===== src/sv/path_oram_access_core_macros.svh =====
// Assertion macros shared by the path ORAM access core.
`ifndef PATH_ORAM_ACCESS_CORE_MACROS_SVH
`define PATH_ORAM_ACCESS_CORE_MACROS_SVH

`ifndef SYNTH
// Same-cycle implication, checked outside reset.
`define POA_ASSERT_IMP(lbl, clk, rstn, ante, cons, msg) \
  lbl: assert property (@(posedge clk) disable iff (!rstn) (ante) |-> (cons)) else $error(msg);
// Next-cycle implication, checked outside reset.
`define POA_ASSERT_NXT(lbl, clk, rstn, ante, cons, msg) \
  lbl: assert property (@(posedge clk) disable iff (!rstn) (ante) |=> (cons)) else $error(msg);
`else
`define POA_ASSERT_IMP(lbl, clk, rstn, ante, cons, msg)
`define POA_ASSERT_NXT(lbl, clk, rstn, ante, cons, msg)
`endif

`endif


===== src/sv/poa_ram.sv =====
// Generic single-write, single-read RAM with a registered read port.
module poa_ram #(
  parameter int WIDTH = 8,
  parameter int DEPTH = 16
) (
  input  logic                                     clk_i,
  input  logic                                     we_i,
  input  logic [((DEPTH > 1) ? $clog2(DEPTH) : 1)-1:0] waddr_i,
  input  logic [WIDTH-1:0]                         wdata_i,
  input  logic [((DEPTH > 1) ? $clog2(DEPTH) : 1)-1:0] raddr_i,
  output logic [WIDTH-1:0]                         rdata_o
);

  logic [WIDTH-1:0] mem_q [DEPTH];
  logic [WIDTH-1:0] rdata_q;

  always_ff @(posedge clk_i) begin
    if (we_i) begin
      mem_q[waddr_i] <= wdata_i;
    end
    rdata_q <= mem_q[raddr_i];
  end

  assign rdata_o = rdata_q;

endmodule


===== config.mk =====
export PLATFORM = sky130hd
export DESIGN_NAME = poa_ram
export DESIGN_NICKNAME = d
export VERILOG_FILES = /design/src/sv/path_oram_access_core_macros.svh /design/src/sv/poa_ram.sv
export SDC_FILE = /design/constraint.sdc
export NUM_CORES = 1
export LEC_CHECK = 0
export ABC_CLOCK_PERIOD_IN_PS = 1750
export BUFFER_PORTS_ARGS = -buffer_cell sky130_fd_sc_hd__buf_2
export CAP_MARGIN = 20
export CELL_PAD_IN_SITES_DETAIL_PLACEMENT = 1
export CELL_PAD_IN_SITES_GLOBAL_PLACEMENT = 1
export CORE_AREA = 3 3 140 115
export CTS_CLUSTER_SIZE = 28
export DETAILED_ROUTE_END_ITERATION = 12
export DIE_AREA = 0 0 143 118
export GPL_TIMING_DRIVEN = 0
export PLACE_DENSITY = 0.66
export SYNTH_ARGS = -nofsm -noshare
export SYNTH_HDL_FRONTEND = slang
export SYNTH_SLANG_ARGS = --single-unit
export TNS_END_PERCENT = 50

===== constraint.sdc =====
create_clock -name clk_i -period 1.75 [get_ports clk_i]
set_input_delay 0.175 -clock clk_i [delete_from_list [all_inputs] [get_ports clk_i]]
set_output_delay 0.175 -clock clk_i [all_outputs]
set_load 0.05 [all_outputs]

After elaboration in Yosys (flattened, before gate mapping)

Memories as Yosys holds them, arrays and structs flattened. A register that Yosys moved wholly into a read port is not among the register bits.
Cells that the tools add are included.

Equal/unequal tests: 0
$lt $le $gt $ge: 0
Div/mod/pow operators: 0
Add/subtract/negate cells: 0
Shift operators: 0
Muxes and demuxes: 2
Reductions and logical operators: 0
Bitwise gates (word level): 0
Multipliers: 0

Operators by type and width:

| cell             | count |
|---|---|
| 1-bit 2-to-1 mux | 2 |

Output and inout port bits: 8
ROM bits: 0
Memories kept: 1
Flip-flop bits (word level): 0
Bits in writable memories: 128
Bits in latches: 0

Memory list:

| name  | words | width | read ports | clocked after Yosys merged registers in | wr ports | line          | RTL |
|---|---|---|---|---|---|---|---|
| mem_q | 16    | 8     | 1          | 1                                       | 1        | poa_ram.sv:14 | `logic [WIDTH-1:0] mem_q [DEPTH];` |

Logic depth before layout (Yosys ltp)

Gate-level depths: netlist of the first run.

Depth after elaboration: 2
Mapped depth: 5

Worst setup path before layout of the first run

OpenSTA, ideal clock, no wires.

Path type: input -> register
From: input waddr_i[2] (netlist name)
To: memory mem_q[0][0] (enable)
Stages: 2
Data arrival time: 1285 ps
Setup slack: 82 ps
Library setup time: 383 ps
Path through: or3b_2 nor3_1

RTL lines:

| element     | line          | RTL |
|---|---|---|
| from (decl) | poa_ram.sv:8  | `input logic [((DEPTH > 1) ? $clog2(DEPTH) : 1)-1:0] waddr_i,` |
| to (decl)   | poa_ram.sv:14 |  |

Straight into the memory's write port.

Final worst setup path of the first run

From: input waddr_i[2] (netlist name)
To: memory mem_q[1][6] (enable)

Straight into the memory's write port.

==> results.md, run 1 <==
* Via density at around 5.1
* Crit Path Max Fanout at 8
* Final critical-path share of the clock period at ~86%
* Layout overhead on the synthesized area at 20.1%
* Fillcell total at 1397
* Die area at 16900 um2
* Clock latency on the worst-skew pair at 0.42 ns
* RSZ-0062 raised after global routing: false
* Yosys top cell area share at approximately 75%
* Crit path DAT at 1.55 ns
* Most frequent standard cell in the layout excluding fill and tap cells: edfxtp_1
* Mapped cell area at 5150 um2
* Row Count at 40
* Worst Max-Slew Pin Slew at 0.884 ns
* Number of synthesized register bits at around 140
* Layout cell share with drive strength beyond 1 at slightly above 30%
* Critical-path cell list: buf_2, or3b_2, nor2_1
* DRT iter0 DRCs at 198
* Fin. max-slew vios at 0
* CP Launch Type: primary input
* Starting Density at 34.6%
* Die W at 143 um
* I/O Pins at 26
* Commonest cells after routing, fill and taps aside: 128 x edfxtp_1, 30 x buf_2, 18 x mux4_2
* CTS tree: built
* Tot Pwr at 8.01 mW
* Syn_area_per_cell at around 22 um2
* Worst hold path class: primary input to flip-flop
* DRC Markers at 0
* Detailed Routing Iterations Pass 1 at 4
* Dpl ws at -0.389 ns
* HPWL Detailed at ~7200 um
* N_diodes at 0
* Max VDD drop at roughly 0.8 mV
* Vias in the first global route at 2585
* Max-Cap Viols at 0
* Period minus WS final at 1.51 ns
* GR Util All Layers at between 10% and 20%
* CTS buffer count at 17
* Worst Clk Skew at approximately 0.013 ns
* WP buf/inv at 1
* Core Area at ~15000 um2
* PwrDens at 1300 nW/um2
* Area leader, netlist: edfxtp_1
* Worst setup margin at roughly 0.24 ns
* Post-synth cell types at 19
* Largest net degree at the start of global routing at 17
* CP endpoint kind: flip-flop
* Post-Syn Nets at ~250
* Initial antenna violation count at 0
* GP Congestion at around 0.73
* Worst-path clk slew at ~0.060 ns
* Hold slack at between 0.15 and 0.2 ns
* Achievable Freq at around 660 MHz
* Cell family with most CP delay: simple AND/OR/NAND/NOR gates
* Grt total ovfl at 0
* Finished Core Util at 41.6%
* Fin nets at roughly 290
* Longest Clk Path Bufs at 2
* Final setup viols at 0
* Final Hold Viols at 0
* Vert. Die Dim at around 120 um
* Slowest cell on the critical path: nor2_1
* Final WL at ~11000 um
* Port bufs at 24
* DRT antenna net count at 0
* Clock root buffer: clkbuf_16
* Register area share after synthesis at around 78%
* Vias at between 2000 and 2500
* First-pass GRT wire length at roughly 17000 um
* LEAKAGE at 2.07 nW
* WL/cell at 23.4 um
* H-tree level count at 4
* Post-synthesis cell count at approximately 230
* Critical path class: primary input to flip-flop
* Max stage delay on crit path at around 0.70 ns
* Worst EP required at between 1.5 and 2 ns
* Synth top area cells: edfxtp_1 75%, mux4_2 7.9%, mux4_1 7.1%, dfxtp_1 3.1%, a22oi_1 2.3%
* Clk sink count at ~140
* Yosys warns at 0
* Post-CTS setup buffers at 0
* TNS Setup at 0 ns
* Outcome: finished clean
* Worst slew margin at between 40% and 50%
==> cells in the mapped netlist <==
| library cell | n |
|---|---|
| clkdlybuf4s25_2 | 3 |
| nand3_1 | 1 |
| and2b_1 | 1 |
| edfxtp_1 | 128 |
| or3b_2 | 1 |
| nor3_1 | 4 |
| buf_2 | 3 |
| dfxtp_1 | 8 |
| buf_6 | 3 |
| a22oi_1 | 16 |
| nand2_1 | 9 |
| buf_4 | 1 |
| mux4_1 | 14 |
| nor2b_1 | 1 |
| nand2b_1 | 2 |
| and2_1 | 1 |
| nand3b_1 | 2 |
| mux4_2 | 18 |
| nor2_1 | 13 |
==> through the flow <==
| step | instance area (um2) | std cells |
|---|---|---|
| after floorplan | 5150 | 229 |
| after global placement | 5500 | 442 |
| after detailed placement | 5530 | 446 |
| after CTS | 6180 | 478 |
| after global routing | 6180 | 478 |
| final | 6180 | 478 |
==> final timing paths <==
check	from	endpoint	slack (ns)	depth (start not counted)
max	waddr_i[2]	mem_q[1][6]	0.24	3
min	wdata_i[3]	mem_q[12][3]	0.16	1
max reg2reg	mem_q[15][0]	rdata_o[0]	0.36	3
min reg2reg	mem_q[8][1]	rdata_o[1]	0.70	3
==> state kept, by name (all words and copies together) (netlist names) <==
name,flops
rdata_o,8
mem_q,128
==> layer usage <==
metal	up-vias	global-route usage (%)	wire length, um
met5	-	0	0
met4	0	4.10	72
met3	7	4.55	538
met2	62	20.3	5240
met1	1277	20.5	5350
li1	1075	-	-
==> final cells by class <==
class / count / area (um2) / share of cell area, %
plain buffers: 10 / 86.3 / 1.40
well taps: 189 / 236 / 3.82
clock inverters: 15 / 226 / 3.66
repair buffers: 28 / 143 / 2.31
flip-flops and latches: 136 / 4000 / 64.8
clock buffers: 17 / 425 / 6.88
multi-input cells: 83 / 1060 / 17.2
==> timing repair <==
item,in CTS,in global routing
resized for setup,0,1
endpoints found under the setup margin,0,4
hold buffers,0,0
hold endpoints to repair,0,0
==> kinds of logic (layout without fill, tap and decap cells) <==
kind of cell	count (synthesis)	in the layout	synth area share [%]
buffers and inverters	10	70	1.68
DFF	136	136	77.8
and+or+nand+nor	35	35	3.18
muxes	32	32	15.0
AOI/OAI and AO/OA	16	16	2.33
==> where the power goes <==
part | internal (mW) | switching [mW] | total (mW)
sequential | 3.64 | 0.0172 | 3.66
combinational | 0.146 | 0.287 | 0.433
clock | 2.53 | 1.39 | 3.92
(Power assumes the default switching activity.)
==> run 2, diff against run 1 <==
--- a/config.mk
+++ b/config.mk
@@ -5,17 +5,17 @@
 export SDC_FILE = /design/constraint.sdc
 export NUM_CORES = 1
 export LEC_CHECK = 0
-export ABC_CLOCK_PERIOD_IN_PS = 1750
+export ABC_CLOCK_PERIOD_IN_PS = 1300
 export BUFFER_PORTS_ARGS = -buffer_cell sky130_fd_sc_hd__buf_2
 export CAP_MARGIN = 20
 export CELL_PAD_IN_SITES_DETAIL_PLACEMENT = 1
 export CELL_PAD_IN_SITES_GLOBAL_PLACEMENT = 1
-export CORE_AREA = 3 3 140 115
+export CORE_AREA = 3 3 165 135
 export CTS_CLUSTER_SIZE = 28
 export DETAILED_ROUTE_END_ITERATION = 12
-export DIE_AREA = 0 0 143 118
+export DIE_AREA = 0 0 168 138
 export GPL_TIMING_DRIVEN = 0
-export PLACE_DENSITY = 0.66
+export PLACE_DENSITY = 0.53
 export SYNTH_ARGS = -nofsm -noshare
 export SYNTH_HDL_FRONTEND = slang
 export SYNTH_SLANG_ARGS = --single-unit
==> constraint.sdc (replaced) <==
create_clock -name clk_i -period 1.3 [get_ports clk_i]
set_input_delay 0.13 -clock clk_i [delete_from_list [all_inputs] [get_ports clk_i]]
set_output_delay 0.13 -clock clk_i [all_outputs]
set_load 0.05 [all_outputs]
==> results.md, run 2 (synthesis results as in run 1) <==
* Placed standard-cell area at around 5600 um2
* Worst Clk Skew at 0.00759 ns
* Finished Core Util at 30.5%
* Worst hold path class: primary input to flip-flop
* CTS tree: built
* Worst-path clk slew at approximately 0.06 ns
* Post-CTS Hold Fix Bufs at 0
* N_diodes at 0
* Fillcell total at around 2100
* Final WL at between 10000 and 15000 um
* Storage cell area at 4000 um2
* DR top layer: met4
* Hold slack at approximately 0.13 ns
* Critical path class: primary input to flip-flop
* Worst EP required at approximately 1.3 ns
* DRT antenna net count at 0
* Max-Cap Viols at 0
* I/O Pins at 26
* Slowest cell on the critical path: nor2_1
* HPWL Detailed at just under 8000 um
* Met2 wire len at roughly 5700 um
* CP endpoint kind: flip-flop
* Area of the multi-input gates at between 1000 and 1500 um2
* Final std cells w/o fill at 556
* Met1 Routed Length at ~5700 um
* Layout overhead on the synthesized area at 22.4%
* First-pass GRT wire length at 18100 um
* Fin nets at 292
* LEAKAGE at approximately 2 nW
* Met3 WL at approximately 530 um
* Most frequent standard cell in the layout excluding fill and tap cells: edfxtp_1
* PwrDens at 1660 nW/um2
* Vert. Die Dim at 138 um
* Die area at around 23000 um2
* Max VDD drop at a little under 1 mV
* Worst setup margin at -0.124 ns
* Die W at 168 um
* Vias in the first global route at 2701
* Outcome: finished with violations
* Hold_sp: wdata_i[6]
* Commonest cells after routing, fill and taps aside: 128 x edfxtp_1, 27 x buf_2, 27 x mux4_2
* Worst R2R Setup Slack at -0.06 ns
* Row Count at 47
* Worst R2R End: rdata_o[0]
* Longest Clk Path Bufs at 2
* Final setup viols at 19
* Final Hold Viols at 0
* CTS buffer count at 17
* Hold path depth at 1
* Final critical-path share of the clock period at 110%
* Post-route cell area at approximately 6300 um2
* GP Congestion at just under 0.8
* Largest Register: mem_q
* WHS Endpoint: mem_q[7][6]
* Core Area at approximately 21000 um2
* Port bufs at 24
* Dpl ws at -0.619 ns
* Via density at about 4.3
* Vias at 2399
* Crit Path Max Fanout at 8
* H-tree level count at 4
* TNS Setup at -1.93 ns
* Detailed Routing Iterations Pass 1 at 4
* Critical R2R Launch: mem_q[15][0]
* Largest net degree at the start of global routing at 17
* DRC Markers at 0
* CP Launch Type: primary input
* R2R depth at 3
* Initial antenna violation count at 0
* Violated checks: negative setup slack
* Crit path DAT at 1.46 ns
* Period minus WS final at about 1.4 ns
* Clock root buffer: clkbuf_16
* Post-CTS setup buffers at 0
* Fin. max-slew vios at 0
* WL/cell at approximately 22 um
* Starting Density at 24.9%
* RSZ-0062 raised after global routing: true
* Clk sink count at 136
* Placed Cells at roughly 520
* Critical-path cell list: buf_2, or3b_2, nor2_1
* Clock latency on the worst-skew pair at around 0.42 ns
* Max stage delay on crit path at 0.66 ns
* Worst slew margin at a little under two fifths
* GR Util All Layers at 10.9%
* Layout cell share with drive strength beyond 1 at 42.9%
* Crit. Startpoint: waddr_i[2]
* DRT iter0 DRCs at 234
* Achievable Freq at ~700 MHz
* Max reg flops at between 100 and 150
* Grt total ovfl at 0
* Worst Max-Slew Pin Slew at about 0.92 ns
* Tot Pwr at roughly 10 mW
==> run 2: changes by cell type in the layout (fill, tap and decap cells not counted), sizes merged <==
| cell | previous run | this run |
|---|---|---|
| inv | 1 | 2 |
| bufinv | 5 | 3 |
| buf | 35 | 33 |
| clkinvlp | 3 | 2 |
| clkinv | 6 | 8 |
==> run 2: metal layers <==
metal / vias to the layer above / track usage (%)
li1: 1055 / -
met1: 1278 / 15.1
met2: 58 / 16.5
met3: 8 / 3.25
met4: 0 / 3.49
met5: - / 0
==> run 2: worst max path at each step <==
stage / cells after the start / slack [ns] / endpoint
final: 3 / -0.12 / mem_q[1][6]
after floorplan: 2 / -0.1 / mem_q[3][0]
after detailed placement: 3 / -0.62 / mem_q[2][1]
after CTS: 3 / -0.15 / mem_q[0][6]
after global routing: 3 / -0.19 / mem_q[0][1]
after global placement: 3 / -0.77 / mem_q[8][3]
==> run 2: layout make-up <==
type / instances / share of cell area (%)
buffer: 10 / 1.37
clock buffer: 17 / 6.75
clock inverter: 15 / 2.82
timing repair buffer: 26 / 2.14
tap: 269 / 5.34
sequential: 136 / 63.5
multi-input combinational: 83 / 18.0
==> run 2: where the power goes <==
part           total, mW  switching (mW)  internal (mW)
Combinational      0.632           0.417          0.215
Clock               4.88            1.86           3.02
Sequential          4.93          0.0248           4.90
==> run 2: worst max-delay path, delay by kind of cell <==
family | cells | cell delay [ns]
buffers and inverters | 1 | 0.12
and+or+nand+nor | 2 | 1.21
==> run 2: what timing repair did <==
action	4_1_cts	5_1_grt
pin swaps	7	4
endpoints found under the setup margin	52	76
resized for setup	18	16
